==> src/hdl/ps2md_pkg.sv <==
package ps2md_pkg;

    localparam int COUNT_WIDTH_DEF = 32;

    localparam int LEN_WIDTH   = 3;
    localparam int BYTE_WIDTH  = 8;
    localparam int MOVE_WIDTH  = 9;
    localparam int WHEEL_WIDTH = 5;
    localparam int BTN_WIDTH   = 3;
    localparam int SEEN_WIDTH  = 32;

    // Bit positions inside the first byte of a packet.
    localparam int SYNC_BIT    = 3;
    localparam int X_SIGN_BIT  = 4;
    localparam int Y_SIGN_BIT  = 5;
    localparam int X_OVF_BIT   = 6;
    localparam int Y_OVF_BIT   = 7;

    localparam logic [LEN_WIDTH-1:0] LEN_PLAIN = 3'd3;

    localparam int S_TDATA_WIDTH = 8;
    localparam int M_TDATA_WIDTH = 64;

    typedef struct packed {
        logic                          event_valid;
        logic signed [MOVE_WIDTH-1:0]  move_x;
        logic signed [MOVE_WIDTH-1:0]  move_y;
        logic signed [WHEEL_WIDTH-1:0] wheel;
        logic [BTN_WIDTH-1:0]          buttons;
        logic [SEEN_WIDTH-1:0]         packets_seen;
    } t_result;

endpackage

==> src/hdl/ps2md_assembler.sv <==
module ps2md_assembler
    import ps2md_pkg::*;
#(
    parameter int COUNT_WIDTH = COUNT_WIDTH_DEF
) (
    input  logic                  i_clk,
    input  logic                  i_rst_n,
    input  logic                  i_take,
    input  logic                  i_byte_ready,
    input  logic                  i_from_aux,
    input  logic [BYTE_WIDTH-1:0] i_data_byte,
    input  logic                  i_len_four,
    output t_result               o_result
);

    logic [BYTE_WIDTH-1:0]  r_byte0, r_byte1, r_byte2;
    logic [BYTE_WIDTH-1:0]  n_byte0, n_byte1, n_byte2;
    logic [1:0]             r_pos, n_pos;
    logic [COUNT_WIDTH-1:0] r_count, n_count;

    logic                  gather;
    logic                  complete;
    logic [2:0]            pos_inc;
    logic [2:0]            len;
    logic [BYTE_WIDTH-1:0] flags, byte1, byte2;
    logic [3:0]            nibble;
    logic [WHEEL_WIDTH-1:0] wheel_raw;
    logic [SEEN_WIDTH-1:0] seen;

    // A byte counts only when present, from the mouse port, and, at the start
    // of a packet, carrying the sync bit.
    assign gather   = i_byte_ready && i_from_aux &&
                      !(r_pos == 2'd0 && !i_data_byte[SYNC_BIT]);
    assign len      = i_len_four ? 3'd4 : 3'd3;
    assign pos_inc  = {1'b0, r_pos} + 3'd1;
    assign complete = gather && (pos_inc >= len);

    // The first byte can never complete a packet, so flags are always stored.
    assign flags  = r_byte0;
    assign byte1  = (r_pos == 2'd1) ? i_data_byte : r_byte1;
    assign byte2  = (r_pos == 2'd2) ? i_data_byte : r_byte2;
    assign nibble = i_data_byte[3:0];
    assign wheel_raw = {nibble[3], nibble};

    always_comb begin
        n_byte0 = r_byte0;
        n_byte1 = r_byte1;
        n_byte2 = r_byte2;
        n_pos   = r_pos;
        n_count = r_count;
        if (gather) begin
            case (r_pos)
                2'd0:    n_byte0 = i_data_byte;
                2'd1:    n_byte1 = i_data_byte;
                2'd2:    n_byte2 = i_data_byte;
                default: ;
            endcase
            if (complete) begin
                n_pos   = 2'd0;
                n_count = r_count + {{(COUNT_WIDTH-1){1'b0}}, 1'b1};
            end else begin
                n_pos = pos_inc[1:0];
            end
        end
    end

    always_ff @(posedge i_clk) begin
        if (!i_rst_n) begin
            r_byte0 <= '0;
            r_byte1 <= '0;
            r_byte2 <= '0;
            r_pos   <= '0;
            r_count <= '0;
        end else if (i_take) begin
            r_byte0 <= n_byte0;
            r_byte1 <= n_byte1;
            r_byte2 <= n_byte2;
            r_pos   <= n_pos;
            r_count <= n_count;
        end
    end

    generate
        if (COUNT_WIDTH >= SEEN_WIDTH) begin : g_seen_trunc
            assign seen = n_count[SEEN_WIDTH-1:0];
        end else begin : g_seen_ext
            assign seen = {{(SEEN_WIDTH-COUNT_WIDTH){1'b0}}, n_count};
        end
    endgenerate

    always_comb begin
        o_result              = '0;
        o_result.packets_seen = seen;
        if (complete && !flags[X_OVF_BIT] && !flags[Y_OVF_BIT]) begin
            o_result.event_valid = 1'b1;
            o_result.move_x      = {flags[X_SIGN_BIT], byte1};
            o_result.move_y      = {flags[Y_SIGN_BIT], byte2};
            o_result.wheel       = i_len_four ? (WHEEL_WIDTH'(0) - wheel_raw) : '0;
            o_result.buttons     = flags[BTN_WIDTH-1:0];
        end
    end

endmodule

==> src/hdl/ps2_mouse_packet_decoder.sv <==
// PS/2 mouse packet decoder. Each input item is one controller status/data
// pair; each item gives exactly one output item in the cycle after it is taken,
// and a new item is taken every cycle unless the output is stalled (one
// output register decouples the two sides). Bytes that are not ready or not
// from the aux port are ignored, and a first byte without bit 3 set is dropped
// to resynchronize. A packet is 3 bytes, or 4 when the length register holds 4
// or more; tuser on the output flags an item that completed a packet without
// overflow, and then carries movement, wheel (negated, up positive) and
// buttons. packets_seen counts all completed packets and is on every item.
// Write the length register only while no item is in flight.
module ps2_mouse_packet_decoder
    import ps2md_pkg::*;
#(
    parameter int COUNT_WIDTH = COUNT_WIDTH_DEF
) (
    input  logic                     i_clk,
    input  logic                     i_rst_n,
    input  logic                     i_cfg_wr_en,
    input  logic [LEN_WIDTH-1:0]     i_cfg_wr_data,
    input  logic                     s_axis_tvalid,
    output logic                     s_axis_tready,
    // data_byte[7:0]
    input  logic [S_TDATA_WIDTH-1:0] s_axis_tdata,
    // byte_ready[0], from_aux[1]
    input  logic [1:0]               s_axis_tuser,
    output logic                     m_axis_tvalid,
    input  logic                     m_axis_tready,
    // move_x[8:0], move_y[17:9], wheel[22:18], buttons[25:23],
    // packets_seen[57:26], zero[63:58]
    output logic [M_TDATA_WIDTH-1:0] m_axis_tdata,
    // event_valid[0]
    output logic                     m_axis_tuser
);

    logic [LEN_WIDTH-1:0] r_len;
    logic                 r_out_valid;
    t_result              r_out;
    t_result              result;
    logic                 take;

    assign s_axis_tready = !r_out_valid || m_axis_tready;
    assign take          = s_axis_tvalid && s_axis_tready;

    always_ff @(posedge i_clk) begin
        if (!i_rst_n) begin
            r_len <= LEN_PLAIN;
        end else if (i_cfg_wr_en) begin
            r_len <= i_cfg_wr_data;
        end
    end

    ps2md_assembler #(
        .COUNT_WIDTH(COUNT_WIDTH)
    ) u_assembler (
        .i_clk        (i_clk),
        .i_rst_n      (i_rst_n),
        .i_take       (take),
        .i_byte_ready (s_axis_tuser[0]),
        .i_from_aux   (s_axis_tuser[1]),
        .i_data_byte  (s_axis_tdata),
        .i_len_four   (r_len[LEN_WIDTH-1]),
        .o_result     (result)
    );

    always_ff @(posedge i_clk) begin
        if (!i_rst_n) begin
            r_out_valid <= 1'b0;
        end else if (take) begin
            r_out_valid <= 1'b1;
        end else if (m_axis_tready) begin
            r_out_valid <= 1'b0;
        end
    end

    always_ff @(posedge i_clk) begin
        if (take) begin
            r_out <= result;
        end
    end

    assign m_axis_tvalid = r_out_valid;
    assign m_axis_tuser  = r_out.event_valid;
    assign m_axis_tdata  = {6'd0, r_out.packets_seen, r_out.buttons, r_out.wheel,
                            r_out.move_y, r_out.move_x};

endmodule
==> config.mk <==
export PLATFORM = sky130hd
export DESIGN_NAME = ps2_mouse_packet_decoder
export DESIGN_NICKNAME = d
export VERILOG_FILES = /design/src/hdl/ps2md_pkg.sv /design/src/hdl/ps2md_assembler.sv /design/src/hdl/ps2_mouse_packet_decoder.sv
export SDC_FILE = /design/constraint.sdc
export NUM_CORES = 1
export LEC_CHECK = 0
export BUFFER_PORTS_ARGS = -buffer_cell sky130_fd_sc_hd__buf_4
export CORE_ASPECT_RATIO = 1.5
export CORE_MARGIN = 3
export CORE_UTILIZATION = 63
export CTS_BUF_LIST = sky130_fd_sc_hd__clkbuf_2 sky130_fd_sc_hd__clkbuf_4 sky130_fd_sc_hd__clkbuf_8
export DETAILED_ROUTE_END_ITERATION = 16
export PLACE_DENSITY = 0.87
export SKIP_CTS_REPAIR_TIMING = 1
export SLEW_MARGIN = 20
export SYNTH_ARGS = -nofsm -noshare
export SYNTH_HDL_FRONTEND = slang
export SYNTH_SLANG_ARGS = --single-unit
==> constraint.sdc <==
create_clock -name i_clk -period 7.2 [get_ports i_clk]
set_input_delay 0 -clock i_clk [delete_from_list [all_inputs] [get_ports i_clk]]
set_output_delay 0 -clock i_clk [all_outputs]
set_load 0.005 [all_outputs]
=== Word level (Yosys, flattened, before mapping) ===
Index checks and enable logic that the tools add are counted.

* Register bits: 121
* Input bits: 18
* Output and inout bits: 67

* Add/sub/neg operators: 3
* Order comparisons: 1
* Eq/ne operators: 2
* Multiplexer cells: 10
* Reduce and logical (&&, ||, !) cells: 18

{| class="wikitable"
|+ Operators by type and width
! operator !! number
|-
| 32-bit two-way mux || 2
|-
| 32-bit by 1-bit adder with 32-bit output (second input constant) || 1
|-
| 27-bit two-way mux || 1
|-
| 8-bit two-way mux || 2
|-
| 1-bit logical AND || 7
|-
| 1-bit logical NOT || 5
|-
| 5-bit two-way mux || 1
|-
| 1-bit by 4-bit subtractor with 5-bit output (first input constant) || 1
|-
| 2-bit AND reduction || 2
|-
| 2-bit by 1-bit adder with 3-bit output (second input constant) || 1
|-
| 3-bit >= comparator || 1
|-
| 3-bit two-way mux || 1
|-
| 3-bit AND reduction || 1
|-
| 2-bit by 1-bit == test with 1-bit output (second input constant) || 1
|-
| 2-bit == test (second input constant) || 1
|-
| 2-bit logical NOT || 1
|-
| 1-bit two-way mux || 2
|-
| 2-bit two-way mux || 1
|-
| 2-bit nonzero test || 1
|-
| 1-bit logical OR || 1
|}

=== Longest topological paths before layout ===
* Depth after elaboration: 8
* Gate-level depth with buffers: 11
* Depth with buffers taken out: 10

=== Hierarchy ===
From an unflattened synthesis, not the netlist that was laid out.

* Cell total of the unflattened synthesis: 507
* Area, all modules: 5,286.3 sq um

{| class="wikitable"
|+ By module, submodules not included
! module !! times used !! cells an instance !! area each (sq um) !! sequential area each (sq um)
|-
| ps2md_assembler || 1 || 433 || 3,372.0 || 1,141.1
|-
| ps2_mouse_packet_decoder || 1 || 74 || 1,914.3 || 1,811.7
|}

=== Least setup slack after synthesis ===
No wires, ideal clock.

* Path kind: register to register
* From: register u_assembler.r_pos[0]
* To: register r_out (netlist bit m_axis_tdata[20]) (data pin)
* Setup time: 0.157 ns
* Data arrival time: 2.265 ns
* Data required time: 7.043 ns
* Setup slack: 4.778 ns
* Cell stages (with the launch flop): 12
* Period minus slack after synthesis: 2.422 ns
* Cells stage by stage: dfxtp_1 -> inv_1 -> ha_1 -> ha_1 -> nand2_1 -> o21ai_2 -> nand2_1 -> or3_1 -> clkbuf_1 -> inv_2 -> nand2_1 -> nor3_1

* Cells in the longest elaborated chain, start to end: 8
* Elaborated cells between the ends (all ways): 10

{| class="wikitable"
|+ RTL lines
! item !! line !! source
|-
| from (decl) || ps2md_assembler.sv:18 || <nowiki>logic [1:0] r_pos, n_pos;</nowiki>
|-
| from (signal assigned) || ps2md_assembler.sv:78 || <nowiki>r_pos <= n_pos;</nowiki>
|-
| branches (longest 4 deep; another with 2-bit by 1-bit adder with 3-bit output) || -- ||
|-
| 1-bit logical AND (*) || ps2md_assembler.sv:36 || <nowiki>assign complete = gather && (pos_inc >= len);</nowiki>
|-
| 1-bit logical AND (*) (2 in series) || ps2md_assembler.sv:94 || <nowiki>if (complete && !flags[X_OVF_BIT] && !flags[Y_OVF_BIT]) begin</nowiki>
|-
| 2-bit AND reduction (no line) (*) || -- ||
|-
| to (signal assigned) || ps2_mouse_packet_decoder.sv:77 || <nowiki>r_out <= result;</nowiki>
|-
| to (decl) || ps2_mouse_packet_decoder.sv:37 || <nowiki>t_result r_out;</nowiki>
|}

Every way passes the cells marked *.
A chain may end at the register's enable or synchronous reset.

=== Final worst setup path ===
Ends and elaborated chain as after synthesis.

==> results.json <==
{
  "yosysWarnings": 0,
  "num_antenna_cells": 0,
  "clock_skew_ns": 0.01085,
  "synth_top_area_share": 0.3285,
  "port_buffers": 76,
  "p_leak_uw": 0.002409,
  "max_cap_violations": 0,
  "n_fill_cell": 496,
  "p_int_uw": 1119,
  "synth-edff-count": 59,
  "syn_to_final_growth_pct": 20.11,
  "endpoint_kind": "flop",
  "gr-usage-met2": 0.4469,
  "worst_slew_pin_slew_ns": 1.032,
  "path_class": "flop to flop",
  "worstReg2RegEnd": "m_axis_tdata[20]$_SDFFCE_PN0P_",
  "netlist_area_um2": 5394,
  "r2r_slack_ns": 3.38,
  "grt_pass1_vias": 4167,
  "hold_class": "input pin to flop",
  "cts.path.max_buffers": 2,
  "rsz0062_at_grt": "no",
  "power_uw": 1408,
  "dpl.cell_count": 685,
  "rows": 40,
  "reg2reg_depth": 10,
  "synthCells": 531,
  "holdWs_ns": 0.2451,
  "status": "finished clean",
  "seq_area_frac_synth": 0.5474,
  "die_area_um2": 9731,
  "synth-seq-cells": 118,
  "clk_pin_slew_worst_paths_ns": 0.06,
  "setup_tns_ns": 0,
  "yosys.area.top_type": "edfxtp_1",
  "setup_viol": 0,
  "drt_iter0_drc": 220,
  "multiInputGateArea_um2": 2227,
  "seqCellArea_um2": 2953,
  "pwr-share-clk": 0.425,
  "min_from": "i_rst_n",
  "met1_usage": 0.2784,
  "sequentialPowerShare": 0.517,
  "cts_tree": "built",
  "vdd_drop_max_mv": 0.1573,
  "maxSlewViolCount": 0,
  "holdPathEnd": "u_assembler.r_count[17]$_SDFFE_PN0P_",
  "p_comb_frac": 0.058,
  "io_pins": 85,
  "arrival_ns": 4.09,
  "path_max_fanout": 19,
  "start_kind": "flop",
  "fmaxAchievable_ghz": 0.2620,
  "min_delay_path_depth": 3,
  "switching_share": 0.2057,
  "r2r_start": "u_assembler.r_pos[0]$_SDFFE_PN0P_",
  "vias": 4298,
  "wire_per_inst_um": 16.38,
  "initial_utilization": 0.6612,
  "slew_headroom": 0.3107,
  "synth_flop_cell": "edfxtp_1",
  "layout.cells.non_filler": 729,
  "grt_most_used_layer": "met2",
  "crit_slowest_cell": "or3_1",
  "grt_max_degree": 60,
  "fin_crit_sh": 0.5302,
  "dieHeight_um": 119.3,
  "drc": 0,
  "met3_usage": 0.08396,
  "routed_wl_um": 11940,
  "cts-root-buf": "clkbuf_8",
  "vias_per_cell": 5.896,
  "cp_cell_sequence": "inv_1, ha_1, ha_1, nand2_1, o21ai_2, nand2_1, or3_1, inv_2, nand2_1, nor3_1",
  "clk_latency_ns": 0.43,
  "grt_usage": 0.2599,
  "grt_pass1_wl_um": 19240,
  "hold_viol_final": 0,
  "synth.distinct_cells": 42,
  "power_density_nw_per_um2": 217.4,
  "synth.avg_cell_area_um2": 10.16,
  "gp_congestion": 0.8640,
  "crit_top_cell": "nand2_1",
  "ys_top_cells_by_count": "59 x dfxtp_1, 59 x edfxtp_1, 55 x nand2_1, 50 x nor2_1, 45 x a21oi_1",
  "htree_levels": 4,
  "coreArea_um2": 8158,
  "switchingPower_uw": 289.7,
  "async_flop_share": 0,
  "drive_gt1_frac": 0.1971,
  "slowest_delay_ns": 0.71,
  "place.detailed.hpwl_um": 7990,
  "numCtsBuffers": 17,
  "grt_overflow": 0,
  "synth.area.top_cells": "edfxtp_1 33%, dfxtp_1 22%, xor2_1 5.0%",
  "antenna_found_initial": 0,
  "die_x_um": 81.55,
  "postRouteAntennaNets": 0,
  "cts.sinks": 118,
  "num-nets-final": 638,
  "first_pass_iters": 4,
  "fin_crit_ns": 3.817,
  "cp.required_ns": 7.47
}
==> cells in the final DEF, fill, tap and decap left out, types with 2 or more instances in the layout <==
master | Yosys | final
buf_4 | 7 | 78
edfxtp_1 | 59 | 59
dfxtp_1 | 59 | 59
nand2_1 | 55 | 55
nor2_1 | 50 | 50
a21oi_1 | 45 | 45
nand3_1 | 38 | 38
xor2_1 | 31 | 31
clkbuf_8 | 1 | 24
nor3_1 | 18 | 18
mux2i_1 | 17 | 17
nand4_1 | 16 | 16
xnor2_1 | 15 | 15
dlygate4sd3_1 | 0 | 12
or3_1 | 11 | 11
or4_1 | 11 | 11
inv_1 | 11 | 10
o31ai_1 | 9 | 9
ha_1 | 9 | 9
o21ai_0 | 8 | 8
and2_1 | 6 | 6
conb_1 | 1 | 6
clkbuf_4 | 0 | 6
nor2b_1 | 5 | 5
and3_1 | 4 | 4
inv_2 | 2 | 3
nand4b_1 | 3 | 3
nand2_2 | 2 | 2
nand4_2 | 2 | 2
==> cell type report <==
cell class | instances | area share
clock buffer | 30 | 0.05794
inverter | 13 | 0.007532
timing repair buffer | 90 | 0.1089
sequential | 118 | 0.4558
multi-input combinational | 371 | 0.3438
clock inverter | 2 | 0.005794
tap | 105 | 0.02028
==> power by group through the flow <==
stage          Combinational (uW)  Clock [uW]  Sequential, uW
2_1_floorplan                32.5           0             744
3_3_place_gp                 73.2           0             742
3_5_place_dp                 75.7           0             742
4_1_cts                      76.1         606             728
5_1_grt                      88.1         642             729
6_report                     81.4         599             728
==> metal layers <==
metal | vias to the layer above | wire (um)
met2 | 170 | 6475
met5 | - | 0
met3 | 40 | 686
met4 | 0 | 425
li1 | 2030 | -
met1 | 2058 | 4350
==> sequential cells by signal (all words and copies together), names as in the netlist <==
signal / flops
m_axis_tdata: 58
m_axis_tuser: 1
m_axis_tvalid: 1
r_len: 1
u_assembler.flags: 7
u_assembler.r_byte1: 8
u_assembler.r_byte2: 8
u_assembler.r_count: 32
u_assembler.r_pos: 2
==> logic make-up (layout without fill, tap and decap cells) <==
family / count (synthesis) / after routing / synth area share
and+or+nand+nor: 229 / 229 / 0.2157
DFF: 118 / 118 / 0.5474
AOI/OAI and AO/OA: 64 / 64 / 0.06472
buffers and inverters: 47 / 135 / 0.04430
xor gates and xnor gates: 46 / 46 / 0.07469
muxes: 17 / 17 / 0.03155
adders and majority gates: 9 / 9 / 0.02088
other: 1 / 6 / 0.0006952
==> per-stage QoR <==
step	util	area (um^2)	setup slack (ns)
floorplan	-	5413	4.778
global placement	0.7288	5946	3.646
detailed placement	0.7288	5946	3.504
CTS	0.7794	6359	3.390
global route	0.7942	6479	3.079
finish	0.7942	6479	3.383
==> worst max path at each step <==
stage,from,endpoint
2_1_floorplan,u_assembler.r_pos[0]$_SDFFE_PN0P_,m_axis_tdata[20]$_SDFFCE_PN0P_
3_3_place_gp,u_assembler.r_pos[0]$_SDFFE_PN0P_,m_axis_tdata[20]$_SDFFCE_PN0P_
3_5_place_dp,u_assembler.r_pos[0]$_SDFFE_PN0P_,m_axis_tdata[20]$_SDFFCE_PN0P_
4_1_cts,u_assembler.r_pos[0]$_SDFFE_PN0P_,m_axis_tdata[20]$_SDFFCE_PN0P_
5_1_grt,u_assembler.r_pos[0]$_SDFFE_PN0P_,m_axis_tdata[22]$_SDFFCE_PN0P_
6_report,u_assembler.r_pos[0]$_SDFFE_PN0P_,m_axis_tdata[20]$_SDFFCE_PN0P_
==> critical path, delay by kind of cell, from the launching register on <==
family / cells / cell delay, ns
and+or+nand+nor: 5 / 1.60
adders and majority gates: 2 / 0.64
AOI/OAI and AO/OA: 1 / 0.62
DFF: 1 / 0.44
buffers and inverters: 2 / 0.35
Power figures use the tool's default switching activity.
